### src/rtl/core/qslerp_pkg.sv
package qslerp_pkg;

    // Fraction bits of the quaternion components (Q2.14).
    localparam int FRAC = 14;
    // Trig angles and weights are Q30.
    localparam int Q30 = 30;
    // CORDIC iterations of the acos and sine units.
    localparam int TRIG_ITER = 16;
    // One result bit per square root step, one quotient bit per divider step.
    localparam int SQ_STEPS = 31;
    localparam int DIV_STEPS = 30;
    // Width of the signed CORDIC datapath.
    localparam int CW = 34;

    // Pipeline positions inside the back end.
    localparam int IX_VEC = SQ_STEPS;
    localparam int IX_ANG = IX_VEC + TRIG_ITER + 1;
    localparam int IX_DIV = IX_ANG + TRIG_ITER + 1;
    localparam int IX_MUL = IX_DIV + DIV_STEPS + 1;
    localparam int STAGES = IX_MUL + 2;

    localparam int QUEUE_DEPTH = 4;
    localparam int QPTR_W = $clog2(QUEUE_DEPTH);

    localparam logic [14:0] THR_RESET = 15'd16;

    // Arctangent table, atan(2^-i) in Q30 radians.
    localparam logic [30:0] ATAN_Q30 [0:29] = '{
        31'd843314857, 31'd497837829, 31'd263043836, 31'd133525158, 31'd67021686,
        31'd33543515, 31'd16775850, 31'd8388437, 31'd4194282, 31'd2097149,
        31'd1048575, 31'd524287, 31'd262143, 31'd131071, 31'd65535,
        31'd32767, 31'd16383, 31'd8191, 31'd4095, 31'd2047,
        31'd1024, 31'd512, 31'd256, 31'd128, 31'd64,
        31'd32, 31'd16, 31'd8, 31'd4, 31'd2
    };

    // One classified pair as it travels from the front end to the back end.
    typedef struct packed {
        logic [3:0][15:0] qa;   // first quaternion, x to w
        logic [3:0][16:0] qb;   // second quaternion, negated for the short arc
        logic [15:0]      t;    // blend fraction, clamped to one
        logic [14:0]      d;    // absolute dot product, clamped to one
        logic             req;  // one minus the absolute dot exceeds the threshold
    } item_t;

endpackage

### src/rtl/core/qslerp_queue.sv
module qslerp_queue
(
    input  logic                 clk,
    input  logic                 rst_n,
    input  logic                 in_valid,
    output logic                 in_ready,
    input  qslerp_pkg::item_t    in_item,
    output logic                 out_valid,
    input  logic                 out_ready,
    output qslerp_pkg::item_t    out_item
);

    qslerp_pkg::item_t                 mem_reg [qslerp_pkg::QUEUE_DEPTH];
    logic [qslerp_pkg::QPTR_W-1:0]     wr_reg;
    logic [qslerp_pkg::QPTR_W-1:0]     rd_reg;
    logic [qslerp_pkg::QPTR_W:0]       cnt_reg;
    logic                              push;
    logic                              pop;

    assign in_ready  = cnt_reg != (qslerp_pkg::QPTR_W+1)'(qslerp_pkg::QUEUE_DEPTH);
    assign out_valid = cnt_reg != '0;
    assign out_item  = mem_reg[rd_reg];
    assign push      = in_valid && in_ready;
    assign pop       = out_valid && out_ready;

    always_ff @(posedge clk)
    begin
        if (push)
        begin
            mem_reg[wr_reg] <= in_item;
        end
    end

    always_ff @(posedge clk or negedge rst_n)
    begin
        if (!rst_n)
        begin
            wr_reg  <= '0;
            rd_reg  <= '0;
            cnt_reg <= '0;
        end
        else
        begin
            if (push)
            begin
                wr_reg <= wr_reg + 1'b1;
            end
            if (pop)
            begin
                rd_reg <= rd_reg + 1'b1;
            end
            if (push && !pop)
            begin
                cnt_reg <= cnt_reg + 1'b1;
            end
            else if (pop && !push)
            begin
                cnt_reg <= cnt_reg - 1'b1;
            end
        end
    end

endmodule

### config.mk
export PLATFORM = sky130hd
export DESIGN_NAME = qslerp_queue
export DESIGN_NICKNAME = d
export VERILOG_FILES = /design/src/rtl/core/qslerp_pkg.sv /design/src/rtl/core/qslerp_queue.sv
export SDC_FILE = /design/constraint.sdc
export NUM_CORES = 1
export LEC_CHECK = 0
export BUFFER_PORTS_ARGS = -buffer_cell sky130_fd_sc_hd__buf_2
export CORE_MARGIN = 5
export CORE_UTILIZATION = 40
export CTS_BUF_LIST = sky130_fd_sc_hd__clkbuf_16
export DETAILED_ROUTE_END_ITERATION = 6
export SLEW_MARGIN = 25
export SYNTH_ARGS = -nofsm -noshare
export SYNTH_HDL_FRONTEND = slang
export SYNTH_SLANG_ARGS = --single-unit
### constraint.sdc
create_clock -name clk -period 6.3 [get_ports clk]
set_clock_uncertainty 0.05 [all_clocks]
set_input_delay 0.315 -clock clk [delete_from_list [all_inputs] [get_ports clk]]
set_output_delay 0.315 -clock clk [all_outputs]
set_load 0.02 [all_outputs]
Word-level counts from Yosys, hierarchy flattened
Memories as Yosys holds them, arrays and structs flattened.
Index checks and enable logic that the tools add are counted.
Storage, ports and cells
  register bits: 7
  bits in latches: 0
  bits in writable memories: 656
  ROM bits: 0
  output and inout bits: 166
  memories: 1
Operators by class
  add/subtract/negate cells: 4
  $mul: 0
  divide/modulo/power cells: 0
  magnitude comparators: 0
  equality and inequality tests: 1
  shift-type cells: 0
  multiplexer cells: 4
  bitwise gates (word level): 0
  reduce and logical (&&, ||, !) cells: 8
Memories
  mem_reg: depth 4, bits a word 164, rd ports 1, clocked after Yosys merged registers in 0, write ports 1, line qslerp_queue.sv:13  | qslerp_pkg::item_t mem_reg [qslerp_pkg::QUEUE_DEPTH];
Operators with widths (count)
  3-bit 2-to-1 mux: 2
  2-bit by 1-bit adder with 2-bit output, second input constant: 2
  1-bit logical AND: 4
  3-bit by 1-bit adder with 3-bit output, second input constant: 1
  3-bit inequality test, second input constant: 1
  3-bit nonzero test: 1
  3-bit by 1-bit subtractor with 3-bit output, second input constant: 1
  1-bit logical NOT: 2
  1-bit 2-to-1 mux: 2
  2-bit nonzero test: 1

Logic depth before layout (Yosys ltp)
  word-level depth: 6
  depth in mapped cells: 8
  depth with buffers taken out: 8

Worst setup path after synthesis
Ideal clock, no wire load.
  kind: reg2reg
  start: register cnt_reg[0] (netlist name)
  end: memory mem_reg[0][0] (netlist name) (enable)
  arrival: 4525 ps
  slack: 1181 ps
  cell stages (with the launch flop): 4
  buffers on the path: 0
  clock period less this slack: 5119 ps
  cells stage by stage: dfrtp_1 nor2_1 a21boi_2 and2_1
On the way
  longest elaborated chain between the ends: 4
Ends and longest elaborated chain
  from (decl): line qslerp_queue.sv:16  | logic [qslerp_pkg::QPTR_W:0] cnt_reg;
  from (signal assigned): line qslerp_queue.sv:54  | cnt_reg <= cnt_reg + 1'b1;
  from (signal assigned): line qslerp_queue.sv:58  | cnt_reg <= cnt_reg - 1'b1;
  3-bit inequality test: line qslerp_queue.sv:20  | assign in_ready = cnt_reg != (qslerp_pkg::QPTR_W+1)'(qslerp_pkg::QUEUE_DEPTH);
  1-bit logical AND: line qslerp_queue.sv:23  | assign push = in_valid && in_ready;
  named net push: line qslerp_queue.sv:17  | logic push;
  1-bit 2-to-1 mux: line qslerp_queue.sv:28  | if (push)
  1-bit 2-to-1 mux (not written as such): line qslerp_queue.sv:30  | mem_reg[wr_reg] <= in_item;
  to (decl): line qslerp_queue.sv:13
The timed path passes the listed nets, and every way through them passes these cells.

==> impl_metrics.toml <==
[sta]
finalCriticalPeriod_ps = 3650
slew_headroom_pct = 30.4
fin_tns_setup_ps = 0
worst_slew_pin_slew_ps = 1040
finalHoldViolCount = 0
setup_violations = 0
fmax_mhz = 274
min_period_over_period_pct = 57.9
rsz0062_at_grt = "false"
drv_slew = 0

[setup_path]
cp-end-kind = "output port"
r2r_slack_ps = 3490
cp.required_ps = 5930
path_class = "register to output port"
r2r_cells = 4
cp_max_fo = 72
critPathArrivalTime_ps = 3280
r2r_end = "mem_reg[1][60]"
r2r_start = "cnt_reg[0]"
startpoint_type = "register"

[floorplan]
coreArea_um2 = 60000
die_x_um = 255
initial_core_util_pct = 40.1
row_count = 90
die_h_um = 255
ios = 334
dieArea_um2 = 65200

[power]
p_leak_nw = 10.6
ir_drop_mv = 0.418
p_sw_w = 0.00461
p_total_w = 0.0147
internal_power_w = 0.0101
clkPwrFrac_pct = 27.8
combPwrFrac_pct = 30.5
seqPwrFrac_pct = 41.7
power_density_nw_per_um2 = 480
p_sw_share_pct = 31.3

[detailed_routing]
drc = 0
vias = 11260
routed-wl-met2_um = 25700
dr.pass1.iters = 4
wl_met1_um = 20100
routed.top_layer = "met5"
wl_met3_um = 2600
wirelength_um = 49600
drtIter0Drc = 658
avgRoutedWirePerCell_um = 21.7
via_per_inst = 4.93
antenna_left = 0

[cells_and_area]
fin_cells = 2283
drive_gt1_share_pct = 41.7
num-nets-final = 1618
largest_reg_flops = 656
n_fill_cell = 4718
area_growth_pct = 27.3

[cts]
cts_buffer_depth = 3
clock_sinks = 663
cts_tree = "built"
cts_resized = 0
ctsHoldBuffers = 166
clk_pin_slew_ps = 60
cts_buffers = 69
root_buffer = "clkbuf_16"
cts_setup_buffers = 0
clk_latency_ps = 580
h-tree-depth = 3

[logic_synthesis]
syn_nets = 1066
ys_seq_area_share_pct = 82.5
netlist_area_um2 = 24100
ys_ff_latch = 663
avgSynthCellArea_um2 = 27.0
synth_warnings = 0
synth_cell_types = 19
synthCells = 892

[global_route]
gr-usage-all-layers_pct = 15.2
grt_max_degree = 100
grt_pass1_vias = 12339
grt_pass1_wl_um = 76600
overflow = 0
grt_antenna_before_repair = 4

[place]
dp_cells = 1986
portBuffers = 333
hpwl_um = 29000
gp_congestion = 0.702

[run]
maxCapViolCount = 0

[outcome]
status = "finished clean"

[worst_hold_path]
hold_path_class = "primary input to asynchronous set/reset pin"
## cells by family (layout without fill, tap and decap cells)
group	count (synthesis)	in the layout	share of synthesized area (%)
flops	663	663	82.5
mux	166	166	15.4
fa+ha+maj	6	6	0.343
xor+xnor	6	6	0.218
buf+inv	40	646	1.26
compound gates	1	1	0.0467
simple gates	10	10	0.213
other cells	0	3	0
## stage by stage
stage          util [%]  worst slack [ps]  hold WS, ps  area (um2)
2_1_floorplan         -              1180        -30.6       24100
6_report           51.1              2650         69.1       30700
4_1_cts            51.0              2570         23.1       30600
5_1_grt            51.1              2320         36.0       30700
3_3_place_gp       44.3              3220          114       26600
3_5_place_dp       44.3              3220          115       26600
## cell usage in the layout (no fill, tap or decap), drive strengths merged
cell type    netlist  final
edfxtp           656    656
buf               35    352
dlygate4sd3        0    166
mux4             164    164
clkbuf             2     72
clkinv             0     23
inv                3     19
bufinv             0     10
dfrtp              7      7
ha                 5      5
and2               4      4
xnor2              4      4
clkinvlp           0      4
diode              0      3
nor2               2      2
nand2              2      2
mux2               2      2
xor2               2      2
a21boi             1      1
or3                1      1
nand3              1      1
fa                 1      1
## cell type report
type	instances	area, um2	area share (%)
diodes	3	7.51	0.0245
clock buffers	72	1800	5.87
clock inverters	53	515	1.68
inverters	3	11.3	0.0367
multi-input cells	189	3920	12.8
flip-flops and latches	663	19900	64.8
well taps	782	978	3.19
repair buffers	518	3560	11.6
## cells in the mapped netlist (all sizes together)
cell	n	area, um2
nand2	2	7.51
ha	5	62.6
nor2	2	7.51
dfrtp	7	175
a21boi	1	11.3
xor2	2	17.5
edfxtp	656	19700
mux4	164	3690
buf	35	285
mux2	2	22.5
and2	4	25.0
nand3	1	5.00
xnor2	4	35.0
inv	3	11.3
fa	1	20.0
clkbuf	2	7.51
or3	1	6.26
## critical path: stages (launching register included)
cell	delay, ps
dfrtp_4	950
buf_12	320
buf_16	440
mux4_2	610
buf_2	180
## per-layer routing
layer,track usage [%],up-vias
li1,-,4995
met5,0,-
met3,3.78,73
met4,5.01,2
met2,25.5,254
met1,19.6,5936
## worst max path at each step
stage | startpoint | to
after floorplan | cnt_reg[0] | mem_reg[0][0]
after global placement | rd_reg[0] | out_item[54]
after detailed placement | rd_reg[0] | out_item[13]
after CTS | rd_reg[0] | out_item[13]
after global routing | rd_reg[0] | out_item[86]
final | rd_reg[0] | out_item[86]
## power groups by stage
stage / Combinational [W] / Clock (W) / Sequential, W
3_3_place_gp: 0.00449 / 0 / 0.00622
2_1_floorplan: 0.00318 / 0 / 0.00618
6_report: 0.00449 / 0.00410 / 0.00615
4_1_cts: 0.00460 / 0.00422 / 0.00618
5_1_grt: 0.00480 / 0.00441 / 0.00624
3_5_place_dp: 0.00450 / 0 / 0.00627
Power figures use the tool's default switching activity.
