===== src/rtl/core/qslerp_pkg.sv =====
package qslerp_pkg;

    // Fraction bits of the quaternion components (Q2.14).
    localparam int FRAC = 14;
    // Trig angles and weights are Q30.
    localparam int Q30 = 30;
    // CORDIC iterations of the acos and sine units.
    localparam int TRIG_ITER = 16;
    // One result bit per square root step, one quotient bit per divider step.
    localparam int SQ_STEPS = 31;
    localparam int DIV_STEPS = 30;
    // Width of the signed CORDIC datapath.
    localparam int CW = 34;

    // Pipeline positions inside the back end.
    localparam int IX_VEC = SQ_STEPS;
    localparam int IX_ANG = IX_VEC + TRIG_ITER + 1;
    localparam int IX_DIV = IX_ANG + TRIG_ITER + 1;
    localparam int IX_MUL = IX_DIV + DIV_STEPS + 1;
    localparam int STAGES = IX_MUL + 2;

    localparam int QUEUE_DEPTH = 4;
    localparam int QPTR_W = $clog2(QUEUE_DEPTH);

    localparam logic [14:0] THR_RESET = 15'd16;

    // Arctangent table, atan(2^-i) in Q30 radians.
    localparam logic [30:0] ATAN_Q30 [0:29] = '{
        31'd843314857, 31'd497837829, 31'd263043836, 31'd133525158, 31'd67021686,
        31'd33543515, 31'd16775850, 31'd8388437, 31'd4194282, 31'd2097149,
        31'd1048575, 31'd524287, 31'd262143, 31'd131071, 31'd65535,
        31'd32767, 31'd16383, 31'd8191, 31'd4095, 31'd2047,
        31'd1024, 31'd512, 31'd256, 31'd128, 31'd64,
        31'd32, 31'd16, 31'd8, 31'd4, 31'd2
    };

    // One classified pair as it travels from the front end to the back end.
    typedef struct packed {
        logic [3:0][15:0] qa;   // first quaternion, x to w
        logic [3:0][16:0] qb;   // second quaternion, negated for the short arc
        logic [15:0]      t;    // blend fraction, clamped to one
        logic [14:0]      d;    // absolute dot product, clamped to one
        logic             req;  // one minus the absolute dot exceeds the threshold
    } item_t;

endpackage


===== src/rtl/core/qslerp_front.sv =====
module qslerp_front
(
    input  logic                 clk,
    input  logic                 rst_n,
    input  logic                 in_valid,
    output logic                 in_ready,
    input  logic [143:0]         in_data,
    input  logic [14:0]          thr,
    output logic                 out_valid,
    input  logic                 out_ready,
    output qslerp_pkg::item_t    out_item
);

    logic signed [17:0] p_reg [4];
    logic [3:0][15:0]   a_reg;
    logic [3:0][15:0]   b_reg;
    logic [15:0]        t_reg;
    logic               v1_reg;
    logic               v2_reg;
    qslerp_pkg::item_t  item_reg;
    qslerp_pkg::item_t  item_next;
    logic               en;

    logic signed [15:0] qa_x, qa_y, qa_z, qa_w, qb_x, qb_y, qb_z, qb_w;
    logic [15:0]        blend;
    logic signed [31:0] prod [4];
    logic signed [19:0] dot;
    logic [19:0]        dabs;
    logic signed [20:0] omd;
    logic               neg;

    assign qa_x  = in_data[15:0];
    assign qa_y  = in_data[31:16];
    assign qa_z  = in_data[47:32];
    assign qa_w  = in_data[63:48];
    assign qb_x  = in_data[79:64];
    assign qb_y  = in_data[95:80];
    assign qb_z  = in_data[111:96];
    assign qb_w  = in_data[127:112];
    assign blend = in_data[143:128];

    assign en        = !v2_reg || out_ready;
    assign in_ready  = en;
    assign out_valid = v2_reg;
    assign out_item  = item_reg;

    assign prod[0] = qa_x * qb_x;
    assign prod[1] = qa_y * qb_y;
    assign prod[2] = qa_z * qb_z;
    assign prod[3] = qa_w * qb_w;

    always_comb
    begin
        dot = 20'(p_reg[0]) + 20'(p_reg[1]) + 20'(p_reg[2]) + 20'(p_reg[3]);
        neg = dot[19];
        dabs = neg ? 20'(-dot) : 20'(dot);
        omd = 21'sd16384 - $signed({1'b0, dabs});
        item_next.qa = a_reg;
        for (int k = 0; k < 4; k++)
        begin
            item_next.qb[k] = neg ? 17'(-$signed({b_reg[k][15], b_reg[k]}))
                                  : {b_reg[k][15], b_reg[k]};
        end
        item_next.t = t_reg;
        item_next.d = (dabs > 20'd16384) ? 15'd16384 : dabs[14:0];
        item_next.req = omd > $signed({6'b0, thr});
    end

    always_ff @(posedge clk)
    begin
        if (en)
        begin
            for (int k = 0; k < 4; k++)
            begin
                p_reg[k] <= prod[k][31:14];
            end
            a_reg <= in_data[63:0];
            b_reg <= in_data[127:64];
            t_reg <= (blend > 16'd32768) ? 16'd32768 : blend;
            item_reg <= item_next;
        end
    end

    always_ff @(posedge clk or negedge rst_n)
    begin
        if (!rst_n)
        begin
            v1_reg <= 1'b0;
            v2_reg <= 1'b0;
        end
        else if (en)
        begin
            v1_reg <= in_valid;
            v2_reg <= v1_reg;
        end
    end

endmodule


===== config.mk =====
export PLATFORM = sky130hd
export DESIGN_NAME = qslerp_front
export DESIGN_NICKNAME = d
export VERILOG_FILES = /design/src/rtl/core/qslerp_pkg.sv /design/src/rtl/core/qslerp_front.sv
export SDC_FILE = /design/constraint.sdc
export NUM_CORES = 2
export LEC_CHECK = 0
export ABC_AREA = 1
export BUFFER_PORTS_ARGS = -buffer_cell sky130_fd_sc_hd__buf_2
export CAP_MARGIN = 20
export CORE_ASPECT_RATIO = 1.25
export CORE_MARGIN = 3
export CORE_UTILIZATION = 45
export DETAILED_ROUTE_END_ITERATION = 10
export HOLD_SLACK_MARGIN = 0.02
export PLACE_DENSITY = 0.62
export SYNTH_ARGS = -nofsm -noshare
export SYNTH_HDL_FRONTEND = slang
export SYNTH_SLANG_ARGS = --single-unit

===== constraint.sdc =====
create_clock -name clk -period 19.5 [get_ports clk]
set_input_delay 5.85 -clock clk [delete_from_list [all_inputs] [get_ports clk]]
set_output_delay 5.85 -clock clk [all_outputs]
set_load 0.1 [all_outputs]

== Word-level counts from Yosys, hierarchy flattened ==
Memories as Yosys holds them, arrays and structs flattened.
Cells that the tools add are included.
Word-level totals
  bits in registers: 310
  bits in latches: 0
  memory bits (writable): 72
  ROM bits: 0
  input port bits: 163
  logic and storage cells: 48
  memories: 1
Memory list
  p_reg: words 4, bits a word 18, rd ports 4, clocked after memory_dff 0, write ports 4, RTL line qslerp_front.sv:14  | logic signed [17:0] p_reg [4];
Operators by class
  add/subtract/negate cells: 9
  multiply operators: 4
  divide/modulo/power cells: 0
  magnitude comparators: 3
  equal/unequal tests: 0
  shift-type cells: 0
  multiplexer cells: 7
  bitwise logic cells: 0
  reduce and logical (&&, ||, !) cells: 2
Operators with widths (count)
  16-bit by 16-bit multiplier with 32-bit output: 4
  17-bit 2-to-1 mux: 4
  16-bit negation with 17-bit output: 4
  21-bit by 16-bit > comparator with 1-bit output: 1
  15-bit by 20-bit subtractor with 21-bit output (first input constant): 1
  19-bit by 18-bit adder with 20-bit output: 1
  20-bit by 18-bit adder with 20-bit output: 1
  20-bit by 15-bit > comparator with 1-bit output (second input constant): 1
  20-bit 2-to-1 mux: 1
  20-bit negation: 1
  18-bit by 18-bit adder with 19-bit output: 1
  16-bit > comparator (second input constant): 1
  1-bit 2-to-1 mux: 2
  1-bit zero test: 1
  1-bit logical OR: 1

== Depth between registers and ports, before layout ==
  depth in word-level cells: 7
  gate-level depth with buffers: 37
  depth with buffers taken out: 37

== Least setup slack after synthesis ==
Ideal clock, no wire load.
  path kind: input-to-output
  start point: input port out_ready
  end point: output port in_ready
  arrival time: 14.521 ns
  data required time: 13.650 ns
  slack: -0.871 ns
  stages: 2
  path buffers: 0
  cell sequence: inv_1 -> nand2_1
Between the ends
  longest elaborated chain between the ends: 1
RTL lines
  start: declaration: RTL line qslerp_front.sv:10  | input logic out_ready,
  1-bit logical OR: RTL line qslerp_front.sv:42  | assign en = !v2_reg || out_ready;
  end: declaration: RTL line qslerp_front.sv:6  | output logic in_ready,
Every way passes these cells.

== Worst setup path in the final report ==
Ends and elaborated chain as after synthesis.

==> out/results.tsv <==
metric	value	unit
overflow	0	
die-height	400	µm
post-route-period-util	66.5	%
hold_class	register to register	
synth_area_per_cell	9.15	µm²
cts_tree	built	
netlist_area	55700	µm²
grt_pass1_wl	221	mm
largest_register_ffs	164	
path_class	primary input to output port	
timing.critical_path.buf_inv	3	
starting_utilization_of_the_core_area	45.6	%
wirelength	136	mm
post_synth_num_cell_types	49	
post_cts_setup_buffer_count	0	
max_slew_margin	37.5	%
die_x	321	µm
firstDrtPassIters	5	
finalSetupViolations	0	
first_global_vias	42648	
dp.final_hpwl	110	mm
report.final.slew_viol_count	0	
cp_data_required_time	13.65	ns
flow.area_growth_from_synthesis	7.89	%
grt_antenna_before_repair	3	
finalHoldViolations	0	
clock_sink_total	382	
max-cap-violations	0	
worst_path_largest_cell_delay	0.55	ns
die-area	128000	µm²
layout-drive-gt1-share	8.41	%
routedWlPerCell	17.2	µm
finClkSkew	0.0295	ns
grt_max_degree	92	
timing.critical_path.max_delay_family	buffers and inverters	
synth-warning-count	0	
worstSkewPairLatency	0.63	ns
clockBufferDepth	3	
setup.worst_path.start_class	primary input	
synth_edf_count	380	
route.detailed.drc	0	
max_slew.worst_pin.slew	0.937	ns
io_pins	329	
syn-num-nets	7690	
final_nets	7877	
total_of_cells_resized_after_clock_tree_synthesis	0	
placement_rows	143	
cp_cell_sequence	buf_2 -> inv_1 -> nand2_8 -> buf_2	
routed_via_density	4.94	
drt_iter0_markers	2257	
synth.ff_latch_count	382	
fmax	0.0772	GHz
cp_max_fo	91	
numCtsBuffers	46	
path_common_cell	sky130_fd_sc_hd__buf_2	
clkSlewWorstSetupHoldPaths	0.06	ns
htree_levels	2	
critPathSlowestCell	sky130_fd_sc_hd__buf_2	
fp.coreArea	122000	µm²
buffer_ports.inserted	328	
setup_repair_after_global_routing_missed_its_margin	no	
routed-via-count	39097	
crit_path_end_kind	output port	
run_status	complete, no violations	
gp_routability_congestion	0.856	
reg2reg_slack	12.80	ns
share_of_the_yosys_chip_area_belonging_to_registers	20.6	%
synth-async-reset-ratio	0.524	%
clock_tree_root_driver_cell	sky130_fd_sc_hd__clkbuf_16	
antenna_violating_nets_post_route	0	
grtUsageTotal	22.0	%
arrival	7.11	ns
most_common_flop_cell_mapped_by_yosys	sky130_fd_sc_hd__edfxtp_1	
number_of_buffers_inserted_by_hold_repair_at_cts	0	
period_needed	12.96	ns
final_tns_setup	0	ns
post_synthesis_cells	6090	
[path summary, 6_finish.rpt]
path                                           endpoint                   from  depth (start not counted)
worst max-delay path                           in_ready              out_ready                          4
worst min-delay path            out_item[115]$_DFFE_PP_    a_reg[15]$_DFFE_PP_                          0
worst max register to register    out_item[0]$_DFFE_PP_  p_reg[2][1]$_DFFE_PP_                         34
worst min register to register  out_item[115]$_DFFE_PP_    a_reg[15]$_DFFE_PP_                          0
max in group asynchronous         out_valid$_DFFE_PN0P_                  rst_n                          1
min in group asynchronous         out_valid$_DFFE_PN0P_                  rst_n                          1
[kinds of logic after synthesis]
kind of cell,share of synthesized area [%]
buf+inv,13.3
simple gates,13.4
fa+ha+maj,46.8
flops,20.6
compound gates,2.99
xor+xnor,2.89
[through the flow]
stage | worst slack [ns] | cells | hold slack (ns) | area [µm²] | util (%)
final | 6.54 | 7909 | 0.412 | 60200 | 49.2
after global routing | 6.44 | 7908 | 0.415 | 60100 | 49.2
after CTS | 6.53 | 7906 | 0.409 | 60100 | 49.2
after detailed placement | 6.52 | 7824 | 0.405 | 58700 | 48.0
after global placement | 6.53 | 7824 | 0.400 | 58700 | 48.0
after floorplan | 2.92 | 6090 | 0.400 | 55800 | -
[final cells by class]
class | instances | area [µm²]
flip-flops and latches | 382 | 11500
fillers | 11605 | 62100
inverters | 1774 | 6660
multi-input cells | 3738 | 36900
repair buffers | 335 | 1690
well taps | 1595 | 2000
clock buffers | 56 | 1220
diodes | 3 | 7.51
clock inverters | 26 | 239
[cell usage after synthesis, types with 73 or more instances]
cell,instances,area (µm²)
sky130_fd_sc_hd__fa_1,1081,21600
sky130_fd_sc_hd__xor2_1,107,937
sky130_fd_sc_hd__o21ai_0,92,460
sky130_fd_sc_hd__a21oi_1,152,761
sky130_fd_sc_hd__edfxtp_1,380,11400
sky130_fd_sc_hd__nand3_1,73,365
sky130_fd_sc_hd__nor2_1,190,713
sky130_fd_sc_hd__clkbuf_1,188,706
sky130_fd_sc_hd__inv_1,1766,6630
sky130_fd_sc_hd__ha_1,356,4450
sky130_fd_sc_hd__xnor2_1,77,674
sky130_fd_sc_hd__nand2_1,1341,5030
[worst register-to-register path: cells and delay by family (launching register included)]
kind	cells	cell delay (ns)
adders and majority gates	6	2.10
AOI/OAI and AO/OA	5	0.67
and+or+nand+nor	17	2.72
DFF	1	0.37
buffers and inverters	6	0.61
[metal layers]
layer	GRT usage (%)	part of all wire (%)	up-vias	routed length (µm)
met4	7.10	3.4	0	4550
met1	26.7	39	19761	53600
met5	0	0	-	0
met3	2.23	4.3	242	5850
met2	41.0	53	989	71800
li1	-	-	18105	-
[placed cells by master, fill, tap and decap left out, types with 6 or more instances in the layout]
master	netlist	layout
sky130_fd_sc_hd__or2_2	58	58
sky130_fd_sc_hd__xnor2_1	77	77
sky130_fd_sc_hd__a21oi_1	152	152
sky130_fd_sc_hd__nand3_1	73	73
sky130_fd_sc_hd__nor2_4	6	6
sky130_fd_sc_hd__xor2_1	107	107
sky130_fd_sc_hd__clkbuf_1	188	8
sky130_fd_sc_hd__inv_2	8	8
sky130_fd_sc_hd__o211ai_1	7	7
sky130_fd_sc_hd__nor2_1	190	190
sky130_fd_sc_hd__a21o_1	9	9
sky130_fd_sc_hd__nand3_2	7	7
sky130_fd_sc_hd__o21ai_0	92	92
sky130_fd_sc_hd__clkinv_1	0	6
sky130_fd_sc_hd__o21bai_1	7	7
sky130_fd_sc_hd__clkbuf_16	0	47
sky130_fd_sc_hd__ha_1	356	356
sky130_fd_sc_hd__buf_2	2	328
sky130_fd_sc_hd__nand2_1	1341	1340
sky130_fd_sc_hd__nand4_1	46	46
sky130_fd_sc_hd__buf_4	0	7
sky130_fd_sc_hd__a21boi_0	6	6
sky130_fd_sc_hd__nor3_1	34	34
sky130_fd_sc_hd__inv_6	0	6
sky130_fd_sc_hd__nor2_2	13	13
sky130_fd_sc_hd__edfxtp_1	380	380
sky130_fd_sc_hd__nand2_2	27	27
sky130_fd_sc_hd__a31oi_1	9	9
sky130_fd_sc_hd__inv_1	1766	1766
sky130_fd_sc_hd__fa_1	1081	1081
Power is left out: the tool's default activity adds up to more than one toggle a clock period on the data nets, which glitch-free logic cannot reach.
